<file path="config.mk">
export PLATFORM = sky130hd
export DESIGN_NAME = gregorian_date_minus_days_core
export DESIGN_NICKNAME = d
export VERILOG_FILES = /design/src/gdmd_pkg.sv /design/src/gdmd_alu.sv /design/src/gregorian_date_minus_days_core.sv
export SDC_FILE = /design/constraint.sdc
export NUM_CORES = 1
export LEC_CHECK = 0
export BUFFER_PORTS_ARGS = -buffer_cell sky130_fd_sc_hd__buf_2
export CAP_MARGIN = 0
export CORE_UTILIZATION = 68
export CTS_BUF_LIST = sky130_fd_sc_hd__clkbuf_8 sky130_fd_sc_hd__clkbuf_16
export CTS_CLUSTER_DIAMETER = 60
export DETAILED_ROUTE_END_ITERATION = 10
export HOLD_SLACK_MARGIN = 0.02
export PLACE_DENSITY_LB_ADDON = 0.05
export SLEW_MARGIN = 20
export SYNTH_ARGS = -nofsm -noshare
export SYNTH_HDL_FRONTEND = slang
export SYNTH_SLANG_ARGS = --single-unit
</file>
<file path="constraint.sdc">
create_clock -name clk -period 13.1 [get_ports clk]
set_clock_uncertainty 0.2 [all_clocks]
set_input_delay 0.655 -clock clk [delete_from_list [all_inputs] [get_ports clk]]
set_output_delay 0.655 -clock clk [all_outputs]
set_load 0.05 [all_outputs]
</file>
<file path="src/gdmd_pkg.sv">
`timescale 1ns / 1ps
// ----------------------------------------------------------------------------
// gdmd_pkg
// Shared widths, calendar constants, beat types and month tables for the
// Gregorian date minus days core.
// ----------------------------------------------------------------------------
package gdmd_pkg;

  localparam int DAY_W       = 5;
  localparam int MONTH_W     = 4;
  localparam int YEAR_W      = 14;
  localparam int DAYS_BACK_W = 22;
  localparam int CUM_W       = 9;

  localparam int DAYS_400Y = 146097;
  localparam int DAYS_100Y = 36524;
  localparam int DAYS_4Y   = 1461;
  localparam int DAYS_1Y   = 365;

  localparam int YEARS_400 = 400;
  localparam int YEARS_100 = 100;
  localparam int YEARS_4   = 4;
  localparam int YEARS_1   = 1;

  localparam int Q100_W = 2;
  localparam int Q4_W   = 5;
  localparam int Q1_W   = 2;

  // last four-year group of a century
  localparam logic [Q4_W-1:0]   Q4_CENTURY_END = 5'd24;
  localparam logic [Q1_W-1:0]   Q1_LAST        = 2'd3;
  localparam logic [Q100_W-1:0] Q100_LAST      = 2'd3;

  localparam logic [MONTH_W-1:0] JAN = 4'd1;
  localparam logic [MONTH_W-1:0] FEB = 4'd2;
  localparam logic [MONTH_W-1:0] APR = 4'd4;
  localparam logic [MONTH_W-1:0] JUN = 4'd6;
  localparam logic [MONTH_W-1:0] SEP = 4'd9;
  localparam logic [MONTH_W-1:0] NOV = 4'd11;
  localparam logic [MONTH_W-1:0] DEC = 4'd12;

  localparam logic ALU_ADD = 1'b0;
  localparam logic ALU_SUB = 1'b1;

  typedef struct packed {
    logic op;
  } alu_ctl_t;

  typedef struct packed {
    logic [DAY_W-1:0]       day_in;
    logic [MONTH_W-1:0]     month_in;
    logic [YEAR_W-1:0]      year_in;
    logic [DAYS_BACK_W-1:0] days_back;
  } req_t;

  typedef struct packed {
    logic [DAY_W-1:0]   day_out;
    logic [MONTH_W-1:0] month_out;
    logic [YEAR_W-1:0]  year_out;
    logic               clamped;
  } rsp_t;

  function automatic logic [DAY_W-1:0] month_len(input logic [MONTH_W-1:0] m,
                                                 input logic leap);
    logic [DAY_W-1:0] len;
    case (m)
      FEB:                len = leap ? 5'd29 : 5'd28;
      APR, JUN, SEP, NOV: len = 5'd30;
      default:            len = 5'd31;
    endcase
    return len;
  endfunction

  function automatic logic [CUM_W-1:0] cum_days(input logic [MONTH_W-1:0] m,
                                                input logic leap);
    logic [CUM_W-1:0] c;
    case (m)
      4'd2:    c = 9'd31;
      4'd3:    c = 9'd59;
      4'd4:    c = 9'd90;
      4'd5:    c = 9'd120;
      4'd6:    c = 9'd151;
      4'd7:    c = 9'd181;
      4'd8:    c = 9'd212;
      4'd9:    c = 9'd243;
      4'd10:   c = 9'd273;
      4'd11:   c = 9'd304;
      4'd12:   c = 9'd334;
      default: c = 9'd0;
    endcase
    if (leap && (m > FEB)) begin
      c = c + 9'd1;
    end
    return c;
  endfunction

  function automatic logic leap_of(input logic [Q100_W-1:0] q100,
                                   input logic [Q4_W-1:0] q4,
                                   input logic [Q1_W-1:0] q1);
    return (q1 == Q1_LAST) && ((q4 != Q4_CENTURY_END) || (q100 == Q100_LAST));
  endfunction

endpackage

</file>
<file path="src/gdmd_alu.sv">
`timescale 1ns / 1ps
// ----------------------------------------------------------------------------
// gdmd_alu
// Shared add/subtract unit with an unsigned greater-or-equal flag.
// ----------------------------------------------------------------------------
module gdmd_alu import gdmd_pkg::*; #(
  parameter int W = 22
) (
  input  alu_ctl_t       ctl,
  input  logic [W-1:0]   a,
  input  logic [W-1:0]   b,
  output logic [W-1:0]   res,
  output logic           ge
);

  logic [W:0] diff;

  assign diff = {1'b0, a} - {1'b0, b};
  assign ge   = ~diff[W];
  assign res  = (ctl.op == ALU_SUB) ? diff[W-1:0] : (a + b);

endmodule

</file>
<file path="src/gregorian_date_minus_days_core.sv">
`timescale 1ns / 1ps
// ----------------------------------------------------------------------------
// gregorian_date_minus_days_core
// Steps a proleptic Gregorian date back by a count of days, saturating at
// the first day of year one.
// ----------------------------------------------------------------------------
//  channel | signals                     | beat
//  --------+-----------------------------+-------------------------------
//  req     | req_valid, req_stall, req   | day, month, year, days back
//  rsp     | rsp_valid, rsp_stall, rsp   | day, month, year, clamped flag
//
//  Each beat is worked through the restoring quotient steps and the month
//  walk, all through the one shared adder.
//  req_stall is high from acceptance until the result is in the output
//  register; a stalled rsp beat holds while the next req beat is taken.
//  Synchronous reset clears the sequencer and the output valid.
// ----------------------------------------------------------------------------
module gregorian_date_minus_days_core import gdmd_pkg::*; #(
  parameter int MAX_YEAR = 9999
) (
  input  logic clk,
  input  logic rst,
  input  logic req_valid,
  output logic req_stall,
  input  req_t req,
  output logic rsp_valid,
  input  logic rsp_stall,
  output rsp_t rsp
);

  localparam int ORD_W  = $clog2(MAX_YEAR * 366 + 1);
  localparam int ALU_W  = (ORD_W > DAYS_BACK_W) ? ORD_W : DAYS_BACK_W;
  localparam int Q400_W = $clog2(MAX_YEAR / 400 + 1);
  localparam int IDX_W  = ($clog2(Q400_W) > 3) ? $clog2(Q400_W) : 3;

  localparam logic [4:0] S_IDLE = 5'd0;
  localparam logic [4:0] S_E400 = 5'd1;
  localparam logic [4:0] S_E100 = 5'd2;
  localparam logic [4:0] S_E4   = 5'd3;
  localparam logic [4:0] S_E1   = 5'd4;
  localparam logic [4:0] S_A400 = 5'd5;
  localparam logic [4:0] S_A100 = 5'd6;
  localparam logic [4:0] S_A4   = 5'd7;
  localparam logic [4:0] S_A1   = 5'd8;
  localparam logic [4:0] S_AMON = 5'd9;
  localparam logic [4:0] S_ADAY = 5'd10;
  localparam logic [4:0] S_SUB  = 5'd11;
  localparam logic [4:0] S_D400 = 5'd12;
  localparam logic [4:0] S_D100 = 5'd13;
  localparam logic [4:0] S_D4   = 5'd14;
  localparam logic [4:0] S_D1   = 5'd15;
  localparam logic [4:0] S_YEAR = 5'd16;
  localparam logic [4:0] S_DMON = 5'd17;
  localparam logic [4:0] S_DONE = 5'd18;

  logic [4:0]             state;
  logic [IDX_W-1:0]       idx;
  logic [YEAR_W-1:0]      p;
  logic [ALU_W-1:0]       n;
  logic [DAYS_BACK_W-1:0] kreg;
  logic [MONTH_W-1:0]     mon;
  logic [DAY_W-1:0]       dreg;
  logic [Q400_W-1:0]      qa;
  logic [Q100_W-1:0]      qb;
  logic [Q4_W-1:0]        qc;
  logic [Q1_W-1:0]        qd;
  logic [YEAR_W-1:0]      yr;
  logic                   flag;
  rsp_t                   result;

  logic                   accept;
  logic [MONTH_W-1:0]     m_norm;
  logic [YEAR_W-1:0]      y_norm;
  logic                   leap;
  logic [DAY_W-1:0]       dl;
  logic [DAY_W-1:0]       dd;
  alu_ctl_t               ctl;
  logic [ALU_W-1:0]       opa;
  logic [ALU_W-1:0]       opb;
  logic [ALU_W-1:0]       res;
  logic                   ge;

  assign req_stall = (state != S_IDLE);
  assign accept    = req_valid && !req_stall;
  assign rsp       = result;

  always_comb begin
    m_norm = req.month_in;
    if (req.month_in < JAN) begin
      m_norm = JAN;
    end else if (req.month_in > DEC) begin
      m_norm = DEC;
    end
    y_norm = req.year_in;
    if (req.year_in == '0) begin
      y_norm = YEAR_W'(1);
    end else if (32'(req.year_in) > MAX_YEAR) begin
      y_norm = YEAR_W'(MAX_YEAR);
    end
  end

  assign leap = leap_of(qb, qc, qd);
  assign dl   = month_len(mon, leap);

  always_comb begin
    dd = dreg;
    if (dreg == '0) begin
      dd = DAY_W'(1);
    end else if (dreg > dl) begin
      dd = dl;
    end
  end

  always_comb begin
    ctl.op = ALU_SUB;
    opa    = n;
    case (state)
      S_E400: begin
        opa = ALU_W'(p);
        opb = ALU_W'(YEARS_400) << idx;
      end
      S_E100: begin
        opa = ALU_W'(p);
        opb = ALU_W'(YEARS_100) << idx;
      end
      S_E4: begin
        opa = ALU_W'(p);
        opb = ALU_W'(YEARS_4) << idx;
      end
      S_E1: begin
        opa = ALU_W'(p);
        opb = ALU_W'(YEARS_1) << idx;
      end
      S_A400: begin
        ctl.op = ALU_ADD;
        opb    = ALU_W'(32'(qa) * DAYS_400Y);
      end
      S_A100: begin
        ctl.op = ALU_ADD;
        opb    = ALU_W'(32'(qb) * DAYS_100Y);
      end
      S_A4: begin
        ctl.op = ALU_ADD;
        opb    = ALU_W'(32'(qc) * DAYS_4Y);
      end
      S_A1: begin
        ctl.op = ALU_ADD;
        opb    = ALU_W'(32'(qd) * DAYS_1Y);
      end
      S_AMON: begin
        ctl.op = ALU_ADD;
        opb    = ALU_W'(cum_days(mon, leap));
      end
      S_ADAY: begin
        ctl.op = ALU_ADD;
        opb    = ALU_W'(dd - DAY_W'(1));
      end
      S_SUB:   opb = ALU_W'(kreg);
      S_D400:  opb = ALU_W'(DAYS_400Y) << idx;
      S_D100:  opb = ALU_W'(DAYS_100Y) << idx;
      S_D4:    opb = ALU_W'(DAYS_4Y) << idx;
      S_D1:    opb = ALU_W'(DAYS_1Y) << idx;
      S_DMON:  opb = ALU_W'(dl);
      default: opb = '0;
    endcase
  end

  gdmd_alu #(
    .W (ALU_W)
  ) u_alu (
    .ctl (ctl),
    .a   (opa),
    .b   (opb),
    .res (res),
    .ge  (ge)
  );

  always_ff @(posedge clk) begin
    if (rst) begin
      state     <= S_IDLE;
      rsp_valid <= 1'b0;
    end else begin
      if (rsp_valid && !rsp_stall && (state != S_DONE)) begin
        rsp_valid <= 1'b0;
      end
      case (state)
        S_IDLE: begin
          if (accept) begin
            mon   <= m_norm;
            p     <= y_norm - YEAR_W'(1);
            dreg  <= req.day_in;
            kreg  <= req.days_back;
            n     <= '0;
            idx   <= IDX_W'(Q400_W - 1);
            state <= S_E400;
          end
        end
        S_E400: begin
          if (ge) p <= res[YEAR_W-1:0];
          qa <= Q400_W'({qa, ge});
          if (idx == '0) begin
            idx   <= IDX_W'(Q100_W - 1);
            state <= S_E100;
          end else begin
            idx <= idx - IDX_W'(1);
          end
        end
        S_E100: begin
          if (ge) p <= res[YEAR_W-1:0];
          qb <= Q100_W'({qb, ge});
          if (idx == '0) begin
            idx   <= IDX_W'(Q4_W - 1);
            state <= S_E4;
          end else begin
            idx <= idx - IDX_W'(1);
          end
        end
        S_E4: begin
          if (ge) p <= res[YEAR_W-1:0];
          qc <= Q4_W'({qc, ge});
          if (idx == '0) begin
            idx   <= IDX_W'(Q1_W - 1);
            state <= S_E1;
          end else begin
            idx <= idx - IDX_W'(1);
          end
        end
        S_E1: begin
          if (ge) p <= res[YEAR_W-1:0];
          qd <= Q1_W'({qd, ge});
          if (idx == '0) begin
            state <= S_A400;
          end else begin
            idx <= idx - IDX_W'(1);
          end
        end
        S_A400: begin
          n     <= res;
          state <= S_A100;
        end
        S_A100: begin
          n     <= res;
          state <= S_A4;
        end
        S_A4: begin
          n     <= res;
          state <= S_A1;
        end
        S_A1: begin
          n     <= res;
          state <= S_AMON;
        end
        S_AMON: begin
          n     <= res;
          state <= S_ADAY;
        end
        S_ADAY: begin
          n     <= res;
          state <= S_SUB;
        end
        S_SUB: begin
          if (ge) begin
            n    <= res;
            flag <= 1'b0;
          end else begin
            n    <= '0;
            flag <= 1'b1;
          end
          idx   <= IDX_W'(Q400_W - 1);
          state <= S_D400;
        end
        S_D400: begin
          if (ge) n <= res;
          qa <= Q400_W'({qa, ge});
          if (idx == '0) begin
            idx   <= IDX_W'(Q100_W - 1);
            state <= S_D100;
          end else begin
            idx <= idx - IDX_W'(1);
          end
        end
        S_D100: begin
          if (ge) n <= res;
          qb <= Q100_W'({qb, ge});
          if (idx == '0) begin
            idx   <= IDX_W'(Q4_W - 1);
            state <= S_D4;
          end else begin
            idx <= idx - IDX_W'(1);
          end
        end
        S_D4: begin
          if (ge) n <= res;
          qc <= Q4_W'({qc, ge});
          if (idx == '0) begin
            idx   <= IDX_W'(Q1_W - 1);
            state <= S_D1;
          end else begin
            idx <= idx - IDX_W'(1);
          end
        end
        S_D1: begin
          if (ge) n <= res;
          qd <= Q1_W'({qd, ge});
          if (idx == '0) begin
            state <= S_YEAR;
          end else begin
            idx <= idx - IDX_W'(1);
          end
        end
        S_YEAR: begin
          yr    <= YEAR_W'(32'(qa) * YEARS_400 + 32'(qb) * YEARS_100 +
                           32'(qc) * YEARS_4 + 32'(qd) + 32'd1);
          mon   <= JAN;
          state <= S_DMON;
        end
        S_DMON: begin
          if (ge && (mon != DEC)) begin
            n   <= res;
            mon <= mon + MONTH_W'(1);
          end else begin
            state <= S_DONE;
          end
        end
        S_DONE: begin
          if (!rsp_valid || !rsp_stall) begin
            result.day_out   <= n[DAY_W-1:0] + DAY_W'(1);
            result.month_out <= mon;
            result.year_out  <= yr;
            result.clamped   <= flag;
            rsp_valid        <= 1'b1;
            state            <= S_IDLE;
          end
        end
        default: state <= S_IDLE;
      endcase
    end
  end

endmodule

</file>
* Yosys cells after proc, flatten, opt, wreduce, memory -nomap -nowiden
Memory sizes are Yosys's and may differ from the RTL's. A register that Yosys moved wholly into a read port is not among the register bits. Cells that the tools add are included.
Storage, ports and cells: memory bits (read-only) 144, bits in registers 129, output and inout port bits 26, input port bits 49, memories 1
Memory list:
- (name not given) | depth 16, width 9, read ports 1, clocked after memory_dff 1, wr ports 0, RTL line gdmd_pkg.sv:77 | case (m)
Operators by class: muxes and demuxes 46, magnitude comparators 5, eq/ne operators 43, shifts and indexed selects 8, reductions and logical operators 42, bitwise operators 2, add/sub/neg operators 12, multipliers 6
Operators by type and width (number):
- case mux 22 bit (16 select lines) | 1
- 2-to-1 mux 22 bit | 6
- case mux 22 bit (5 select lines) | 1
- case mux 5 bit (19 select lines) | 1
- 2-to-1 mux 5 bit | 13
- 2-to-1 mux 14 bit | 4
- left shift 9 x 3 -> 22 bit (first input constant) | 2
- equality test 5 x 4 -> 1 bit (second input constant) | 8
- inequality test 2 bit (second input constant) | 15
- case mux 14 bit (2 select lines) | 1
- subtractor 22 x 22 -> 23 bit | 1
- adder 22 bit | 1
- multiplier 5 x 18 -> 22 bit (second input constant) | 1
- left shift 1 x 3 -> 22 bit (first input constant) | 1
- left shift 11 x 3 -> 22 bit (first input constant) | 1
- left shift 16 x 3 -> 22 bit (first input constant) | 1
- left shift 18 x 3 -> 22 bit (first input constant) | 1
- left shift 3 x 3 -> 22 bit (first input constant) | 1
- left shift 7 x 3 -> 22 bit (first input constant) | 1
- equality test 5 x 3 -> 1 bit (second input constant) | 4
- 2-to-1 mux 4 bit | 5
- 2-to-1 mux 9 bit | 2
- multiplier 2 x 14 -> 16 bit (second input constant) | 1
- multiplier 5 x 11 -> 16 bit (second input constant) | 1
- 50 further kinds | 90

* Depth between registers and ports, before layout
Gate-level depths: netlist of the first run.
depth in word-level cells 16, mapped depth 34, depth with buffers taken out 33

* Modules after synthesis
From an unflattened synthesis of the first run, not the netlist that was laid out.
Unflattened totals: cell total of the unflattened synthesis 1501, area total of the unflattened synthesis 13320.3 µm²
Modules (own cells, without submodules):
- gregorian_date_minus_days_core | cells an instance 1152, area an instance 10985.5 µm², instances 1
- gdmd_alu | cells an instance 349, area an instance 2334.7 µm², instances 1

* Worst setup path after synthesis of the first run
No wires, ideal clock.
kind register -> register, from register qc[3], to register n[0] (enable), stages on the path, launching flop included 21, arrival 6.068 ns, buffers on the path 2, library setup time 0.408 ns, data required time 12.492 ns, setup slack 6.424 ns, clock period less this slack 6.676 ns, path through edfxtp_1 inv_1 ha_1 fa_1 fa_1 inv_1 ha_1 a21oi_1 o21ai_0 a31oi_1 xnor2_1 a211oi_1 ha_1 clkbuf_1 nand2_1 or3b_1 a211oi_4 or2_2 clkbuf_1 o21ai_0 a21oi_1
On the way: word-level cells in the longest chain between the ends 15, elaborated cells between the ends (all ways) 19
RTL lines:
- start, declared | RTL line gregorian_date_minus_days_core.sv:65 | logic [Q4_W-1:0] qc;
- start signal, assigned | RTL line gregorian_date_minus_days_core.sv:220 | qc <= Q4_W'({qc, ge});
- start signal, assigned | RTL line gregorian_date_minus_days_core.sv:294 | qc <= Q4_W'({qc, ge});
- inequality test 5 bit | RTL line gdmd_pkg.sv:100 | return (q1 == Q1_LAST) && ((q4 != Q4_CENTURY_END) || (q100 == Q100_LAST));
- logical OR 1 bit | RTL line gdmd_pkg.sv:100
- logical AND 1 bit | RTL line gdmd_pkg.sv:100
- 2-to-1 mux 1 bit | RTL line gdmd_pkg.sv:67 | FEB: len = leap ? 5'd29 : 5'd28;
- case mux 2 bit (2 select lines) | RTL line gdmd_pkg.sv:66 | case (m)
- greater-than comparator 5 bit | RTL line gregorian_date_minus_days_core.sv:109 | end else if (dreg > dl) begin
- 2-to-1 mux 5 bit | RTL line gregorian_date_minus_days_core.sv:109
- 2-to-1 mux 5 bit | RTL line gregorian_date_minus_days_core.sv:107 | if (dreg == '0) begin
- subtractor 5 x 1 -> 6 bit | RTL line gregorian_date_minus_days_core.sv:156 | opb = ALU_W'(dd - DAY_W'(1));
- case mux 22 bit (16 select lines) * | RTL line gregorian_date_minus_days_core.sv:117 | case (state)
- subtractor 22 x 22 -> 23 bit * | RTL line gdmd_alu.sv:18 | assign diff = {1'b0, a} - {1'b0, b};
- inverter 1 bit * | RTL line gdmd_alu.sv:19 | assign ge = ~diff[W];
- net ge | RTL line gregorian_date_minus_days_core.sv:81 | logic ge;
- logical AND 1 bit * | RTL line gregorian_date_minus_days_core.sv:318 | if (ge && (mon != DEC)) begin
- inequality test 2 bit (no line) *
- AND reduction 5 bit (no line) *
- end signal, assigned | RTL line gregorian_date_minus_days_core.sv:293 | if (ge) n <= res;
- end signal, assigned | RTL line gregorian_date_minus_days_core.sv:303 | if (ge) n <= res;
- end signal, assigned | RTL line gregorian_date_minus_days_core.sv:319 | n <= res;
- end, declared | RTL line gregorian_date_minus_days_core.sv:59 | logic [ALU_W-1:0] n;
The timed path passes the listed nets; every way through them passes the cells marked *. A chain may end at the register's enable or synchronous reset.

==> results of run 1 <==
## synth_stat cells (all sizes together) (18+ instances only)
cell type  number
edfxtp        123
mux2i          18
xnor2          51
a221oi         18
nand3          53
o21a           19
nor3           46
clkbuf         43
a21oi         101
and2           21
buf            25
xor2           30
or3            19
fa             23
ha            157
nand2         136
o21ai          72
nor2          135
nor2b          21
inv           109
## worst max path at each step
stage / startpoint / to
2_1_floorplan: qc[3] / n[0]
3_3_place_gp: qb[0] / flop
3_5_place_dp: qb[0] / flop
4_1_cts: qb[0] / flop
5_1_grt: qb[0] / flop
6_report: qb[0] / flop
## per-stage QoR
stage	area, um^2	setup WS (ns)	power (uW)
finish	14320	4.805	3619
global route	14320	4.420	3859
CTS	14320	5.154	3557
detailed placement	13720	5.267	3029
global placement	13720	5.492	2988
floorplan	13180	6.424	2495
## logic make-up after synthesis
family                   count (synthesis)  share of synthesized area (%)
adder cells (fa/ha/maj)                180                          18.39
multiplexers                            22                          1.708
XOR/XNOR                                81                          5.382
AND/OR/NAND/NOR                        517                          18.85
AO/OA/AOI/OAI                          383                          19.85
buffers and inverters                  181                          5.524
flip-flops                             138                          30.30
## metal layers
layer,routed length [um],vias up,track usage (%)
met5,0,-,0
met4,1286,0,14.36
met3,3554,104,6.012
met2,16690,729,59.87
met1,15350,5570,52.10
li1,-,5553,-
## area by class of cell
cell class	instances	area (um^2)	share of cell area [%]
Clock buffer	17	425.4	2.971
Sequential cell	138	3994	27.89
Tap cell	260	325.3	2.272
Inverter	113	429.2	2.997
Timing Repair Buffer	87	467.9	3.268
Clock inverter	15	172.7	1.206
Multi-Input combinational cell	1183	8504	59.39
## power by group through the flow
stage	Combinational [uW]	Sequential [uW]	Clock (uW)
after floorplan	1830	666	0
after global placement	2280	705	0
after detailed placement	2320	709	0
after CTS	2350	701	505
after global routing	2620	715	520
final	2410	704	506
## worst max-delay path: cells and delay by family (launching register included)
family          cells  cell delay, ns
simple gates        4            0.78
compound gates     15            3.89
buf+inv             3            0.42
xor+xnor            1            0.13
flops               1            0.56
mux                 2            0.89
fa+ha+maj           5            1.32
## flip-flops by register name, summed over array words and instances (netlist names), named ones only
register and count:
qa 5, qc 5, n 22, mon 4, rsp_valid 1, yr 14, kreg 22, dreg 5
idx 3, rsp 24, p 14, qd 2, qb 2, flag 1, state 5
==> metrics.cfg, run 1 <==
[finish]
instances_no_fill=1813
diodes=0
nets=1769
final_core_util_pct=76.04
nFillCells=1383
area_growth_pct=8.618
layout-drive-gt1-share_pct=10.11
final_common_cell=ha_1
final_cell_mix=ha_1, nand2_1, nor2_1

[yosys]
synthesis.area_um2=13180
netlist_instances=1502
yosys-top-cells-area=edfxtp_1, ha_1, nand2_1, a21oi_1, nor2_1
synth_ff_type=edfxtp_1
synth_top_area_share_pct=28.02
yosysSeqAreaShare_pct=30.30
async_reset_ff_share_pct=0
yosysTopAreaCell=edfxtp_1
synth_warnings=0
synth_nets=1731
synth_edf_count=123
avgSynthCellArea_um2=8.777
ys_types=85
ys_ff_latch=138

[clock_tree]
path_clk_slew_ns=0.07
cts_root_buffer=clkbuf_16
tritoncts=yes
cts_setup_buffers=0
cts_resized=0
h-tree-depth=4
cts.sinks=138
cts_made_buffers=17
clock_path_buffers=2
worstSkewPairLatency_ns=0.44
ctsHoldBuffers=0

[critical_path]
cp.required_ns=13.22
max_stage_delay_ns=0.63
worstReg2RegStart=qb[0]
arrival_ns=8.42
critPathSlowestCell=mux2i_1
critical_path_class=reg -> reg
cp_max_fo=9
r2r_cells=30
start_kind=flop
cp_common_cell=ha_1
end_kind=flop
r2r_slack_ns=4.80

[detailed_routing]
post-route-drc-count=0
wl_per_cell_um=20.34
routed_wl_um=36880
first_iter_violations=1440
vias=11960
avgViaCountPerCell=6.595
first_pass_iters=7
ant_nets=0

[global_route]
grt_max_degree=42
gr-total-overflow=0
antenna_found_initial=0
grt_pass1_wl_um=58390
grt_util_all_layers_pct=37.80
grt_pass1_vias=11200

[floorplan]
die_w_um=141.2
dieArea_um2=19950
rows=50
die_h_um=141.2
core_um2=18830
initial_utilization_pct=70.01
ios=75

[min_path]
worstHoldPathType=in -> reg
hold_end=kreg[16]
min-delay-start=req[16]
whs_path_depth=1

[power]
ir_worst_vdd_mv=0.1429
clockPowerShare_pct=14.0
seqPwrFrac_pct=19.5
power_density_nw_per_um2=252.8
sw_frac_of_total_pct=50.37
comb_power_share_pct=66.6
p_sw_uw=1823
p_leak_uw=0.005997
p_int_uw=1796

[sta]
worst_pin_slew_ns=0.9982
hold_viol=0
fin_crit_ns=8.295
holdWs_ns=0.1929
rsz0062_at_grt=false
setup-tns-final_ns=0
setup_viol=0
min_period_over_period_pct=63.32
fmax_mhz=120.6
max_slew_margin_pct=33.23
drv_slew=0

[run]
drv_cap=0

[placement]
place.gp.congestion=1.039
dp_hpwl_um=27560
portBuffers=74
dp.cells=1781

[status]
outcome=finished, final reports clean

(Power assumes the default switching activity.)
==> inputs of run 2 (changes only) <==
--- a/config.mk
+++ b/config.mk
@@ -7,7 +7,7 @@
 export LEC_CHECK = 0
 export BUFFER_PORTS_ARGS = -buffer_cell sky130_fd_sc_hd__buf_2
 export CAP_MARGIN = 0
-export CORE_UTILIZATION = 68
+export CORE_UTILIZATION = 57
 export CTS_BUF_LIST = sky130_fd_sc_hd__clkbuf_8 sky130_fd_sc_hd__clkbuf_16
 export CTS_CLUSTER_DIAMETER = 60
 export DETAILED_ROUTE_END_ITERATION = 10
==> constraint.sdc (replaced) <==
create_clock -name clk -period 7 [get_ports clk]
set_clock_uncertainty 0.2 [all_clocks]
set_input_delay 0.35 -clock clk [delete_from_list [all_inputs] [get_ports clk]]
set_output_delay 0.35 -clock clk [all_outputs]
set_load 0.05 [all_outputs]
==> run 2 against run 1 <==
Compared with the run above:
- critical path depth up 1
- setup slack worse by 4.4 ns
- largest power group unchanged
- first-iteration DRC count down 20%
- sequential power up 82%
- maximum frequency up 26%
- combinational power up 95%
- die area up 19%
- cell area up 4.5%
- non-clock buffer count up 67
- utilization down 10 points
- sequential share of layout area down 1.2 points
- via count down 1.0%
==> metrics.cfg, run 2 (synthesis results as in run 1) <==
[status]
outcome=finished, final reports clean

[finish]
final_common_cell=ha_1
instances_no_fill=1905
layout-drive-gt1-share_pct=12.41
largest_reg_flops=24
area_growth_pct=13.46
final_cell_mix=ha_1, nand2_1, nor2_1
nets=1836
diodes=0

[critical_path]
cp.required_ns=7.17
start_kind=flop
critical_path_class=reg -> reg
cp_max_fo=8
r2r_slack_ns=0.42
critPathSlowestCell=edfxtp_1
max_stage_delay_ns=0.50
r2r_cells=31
arrival_ns=6.75
worstReg2RegStart=qb[1]
end_kind=flop
cp_common_cell=ha_1

[sta]
min_period_over_period_pct=93.95
setup_viol=0
fmax_mhz=152.1
hold_viol=0
rsz0062_at_grt=false
fin_crit_ns=6.576
drv_slew=0
worst_pin_slew_ns=0.9448
max_slew_margin_pct=36.86
holdWs_ns=0.09495
setup-tns-final_ns=0

[floorplan]
ios=75
die_h_um=154.1
rows=55
dieArea_um2=23740
die_w_um=154.1
core_um2=22640
initial_utilization_pct=58.23

[detailed_routing]
wl_per_cell_um=19.86
post-route-drc-count=0
vias=11830
first_iter_violations=1151
routed_wl_um=37840
ant_nets=0
avgViaCountPerCell=6.211
first_pass_iters=5

[clock_tree]
cts.sinks=138
tritoncts=yes
worstSkewPairLatency_ns=0.45
cts_made_buffers=17
path_clk_slew_ns=0.08
clock_path_buffers=2
h-tree-depth=4
cts_root_buffer=clkbuf_16

[min_path]
hold_end=state[2]
worstHoldPathType=in -> reg
whs_path_depth=2
min-delay-start=rst

[run]
drv_cap=0

[global_route]
grt_max_degree=39
grt_pass1_wl_um=60440
grt_pass1_vias=11160
antenna_found_initial=0
grt_util_all_layers_pct=32.67
gr-total-overflow=0

[placement]
place.gp.congestion=0.9667
dp.cells=1845
dp_hpwl_um=28840
portBuffers=74

[power]
ir_worst_vdd_mv=0.2545
finalPower_uw=6907
p_leak_uw=0.006303
power_density_nw_per_um2=461.8

run 2: cell count changes in the layout (fill, tap and decap cells not counted), moves of 2 or more:
cell / previous run / this run
a21oi_1: 100 / 98
a21oi_2: 1 / 3
buf_12: 0 / 2
buf_4: 13 / 50
clkinv_4: 3 / 1
clkinv_8: 1 / 3
clkinvlp_4: 0 / 2
dlygate4sd3_1: 0 / 28
o21ai_1: 5 / 3
run 2: routing by layer:
metal  GRT usage [%]  up-vias  routed length [um]
met5               0        -                   0
met4           9.905        0                1003
met3           4.453       68                2403
met2           51.60      445               17160
met1           46.43     5632               17280
li1                -     5687                   -
run 2: how the worst max path moves through the flow:
stage | startpoint | cells after the start | slack (ns) | end
after global routing | qb[1] | 24 | 0.03 | n[19]
after floorplan | qc[3] | 20 | 0.32 | n[0]
after detailed placement | qb[1] | 31 | 0.17 | flop
final | qb[1] | 31 | 0.42 | flop
after global placement | qb[1] | 32 | 0.45 | flop
after CTS | qb[1] | 31 | 0.14 | flop
run 2: report_power, final:
part           leakage, uW  switching [uW]  internal [uW]
sequential         0.00126             121           1160
clock             0.000286             455            482
combinational      0.00476            2870           1820
run 2: area by class of cell:
type                       instances  area (um^2)
inverter                         113        429.2
fill                            1912         7684
timing repair buffer             154         1066
clock inverter                    15        168.9
multi-input combinational       1183         8517
sequential                       138         3994
tap                              285        356.6
clock buffer                      17        425.4
run 2: per-stage QoR:
| stage | instance area [um^2] | setup WS (ns) | util, % |
|---|---|---|---|
| floorplan | 13180 | 0.3236 | - |
| finish | 14960 | 0.4237 | 66.06 |
| detailed placement | 14050 | 0.1728 | 62.07 |
| global route | 14960 | 0.02793 | 66.06 |
| global placement | 14050 | 0.4526 | 62.07 |
| CTS | 14930 | 0.1413 | 65.94 |
run 2: worst max-delay path, delay by kind of cell, from the launching register on:
| family | cells | cell delay [ns] |
|---|---|---|
| fa+ha+maj | 5 | 1.28 |
| simple gates | 4 | 0.63 |
| compound gates | 16 | 3.05 |
| flops | 1 | 0.50 |
| mux | 1 | 0.29 |
| buf+inv | 4 | 0.40 |
| xor+xnor | 1 | 0.14 |
run 2: what timing repair did:
| action | in CTS | in global routing |
|---|---|---|
| hold buffers | 28 | 0 |
| buffers inserted | 0 | 0 |
| setup endpoints to repair | 0 | 52 |
| endpoints found under the hold margin | 28 | 0 |
| resized for setup | 0 | 8 |
==> inputs of run 3 (changes only) <==
--- a/config.mk
+++ b/config.mk
@@ -17,3 +17,4 @@
 export SYNTH_ARGS = -nofsm -noshare
 export SYNTH_HDL_FRONTEND = slang
 export SYNTH_SLANG_ARGS = --single-unit
+export TNS_END_PERCENT = 1
==> constraint.sdc (replaced) <==
create_clock -name clk -period 5.6 [get_ports clk]
set_clock_uncertainty 0.2 [all_clocks]
set_input_delay 0.28 -clock clk [delete_from_list [all_inputs] [get_ports clk]]
set_output_delay 0.28 -clock clk [all_outputs]
set_load 0.05 [all_outputs]
==> run 3 against run 2 <==
Compared with the run above:
- critical path depth fell by 6
- clock power increased by 25%
- the run now ends with setup timing left
- register-to-register slack got worse by 0.77 ns
- non-clock buffer count grew 199
- largest power group unchanged
- maximum frequency grew 11%
- setup slack got worse by 0.77 ns
==> metrics.cfg, run 3 (synthesis results as in run 1) <==
[floorplan]
core_um2=22640
die_w_um=154.1
ios=75
rows=55
dieArea_um2=23740
die_h_um=154.1
initial_utilization_pct=58.23

[sta]
min_period_over_period_pct=106.2
fin_crit_ns=5.949
layout_setup_ws_ns=-0.3492
hold_viol=0
fmax_mhz=168.1
setup_viol=67
rsz0062_at_grt=true
holdWs_ns=0.02627
drv_slew=0
max_slew_margin_pct=46.06
worst_pin_slew_ns=0.8029

[placement]
place.gp.congestion=0.9585
dpl_cell_area_um2=15580
dp_hpwl_um=31090
portBuffers=74

[power]
clockPowerShare_pct=11.0
ir_worst_vdd_mv=0.3943
seqPwrFrac_pct=15.1
p_int_uw=5590
p_sw_uw=4965
power_density_nw_per_um2=614.3
p_leak_uw=0.007409
sw_frac_of_total_pct=47.04
finalPower_uw=10560
comb_power_share_pct=73.9

[clock_tree]
cts.sinks=138
cts_root_buffer=clkbuf_16
tritoncts=yes
clock_path_buffers=2
worstSkewPairLatency_ns=0.44
h-tree-depth=4
cts_made_buffers=17
path_clk_slew_ns=0.08

[detailed_routing]
routed_wl_um=41450
first_iter_violations=1194
ant_nets=0
first_pass_iters=6
vias=12900
avgViaCountPerCell=6.132
post-route-drc-count=0
wl_per_cell_um=19.70

[critical_path]
critical_path_class=reg -> reg
end_kind=flop
cp.required_ns=5.73
cp_max_fo=5
r2r_slack_ns=-0.35
start_kind=flop
arrival_ns=6.08

[run]
drv_cap=0

[global_route]
antenna_found_initial=0
grt_max_degree=42
grt_util_all_layers_pct=34.29
grt_pass1_wl_um=63470
gr-total-overflow=0
grt_pass1_vias=12120

[finish]
postLayoutCellArea_um2=17180
diodes=0
nets=2035
final_common_cell=buf_4
layout-drive-gt1-share_pct=27.93
area_growth_pct=30.35
final_cell_mix=buf_4, ha_1, nand2_1
largest_reg_flops=24

[min_path]
worstHoldPathType=in -> reg

[status]
outcome=finished with violations
violations=setup timing

run 3: cell type report:
type | instances | area, um^2
clock buffers | 17 | 425.4
clock inverters | 15 | 168.9
fillers | 1646 | 5456
inverters | 113 | 431.7
multi-input cells | 1183 | 9215
flip-flops and latches | 138 | 3994
well taps | 285 | 356.6
repair buffers | 353 | 2592
run 3: critical path, stage by stage (launching register included):
cell       delay [ns]
edfxtp_1         0.40
buf_4            0.16
ha_2             0.20
fa_1             0.45
ha_1             0.29
ha_1             0.30
buf_4            0.14
a21o_1           0.16
a21oi_2          0.17
o21bai_2         0.09
a21oi_4          0.19
o21ai_4          0.09
a31oi_1          0.20
xnor2_1          0.19
a211oi_2         0.11
ha_1             0.36
a21oi_2          0.13
o21a_1           0.20
a2bb2oi_2        0.24
o21ai_4          0.12
o21a_2           0.26
o21ai_4          0.22
mux2i_4          0.41
buf_4            0.19
ha_1             0.22
o2bb2ai_1        0.12
run 3: path summary, 6_finish.rpt:
path,start,to,depth (start not counted)
worst max-delay path,qc[4],flop,25
worst min-delay path,rst,state[2],2
worst max register to register,qc[4],flop,25
worst min register to register,yr[6],rsp[7],0
run 3: repair_timing:
| action | CTS | global route |
|---|---|---|
| cloned | 0 | 0 |
| endpoints found under the setup margin | 88 | 89 |
| gates resized for setup | 47 | 71 |
| setup buffers | 8 | 12 |
| pin swaps | 24 | 48 |
| hold endpoints to repair | 28 | 0 |
| hold buffers | 28 | 0 |
run 3: through the flow:
stage	setup WS [ns]	std cells	util [%]	TNS (ns)
detailed placement	-0.5922	2024	68.81	-34.20
global placement	-0.4571	2024	68.81	-24.56
global route	-0.5685	2104	75.90	-26.04
floorplan	-0.05715	1502	-	-0.1701
CTS	-0.2220	2092	73.93	-3.727
finish	-0.3492	2104	75.90	-9.038
run 3: power by group through the flow:
stage                     sequential [uW]  clock (uW)  combinational, uW
after detailed placement             1600           0               6810
after global routing                 1610        1210               8430
after floorplan                      1560           0               4450
after global placement               1600           0               6730
final                                1590        1170               7800
after CTS                            1590        1170               7150
run 3: layer usage:
metal | vias up | share of wire [%] | wire [um] | track usage, %
li1 | 6101 | - | - | -
met4 | 0 | 3.4 | 1411 | 11.00
met2 | 557 | 48 | 19900 | 58.51
met3 | 95 | 6.8 | 2813 | 4.453
met5 | - | 0 | 0 | 0
met1 | 6149 | 42 | 17320 | 45.04
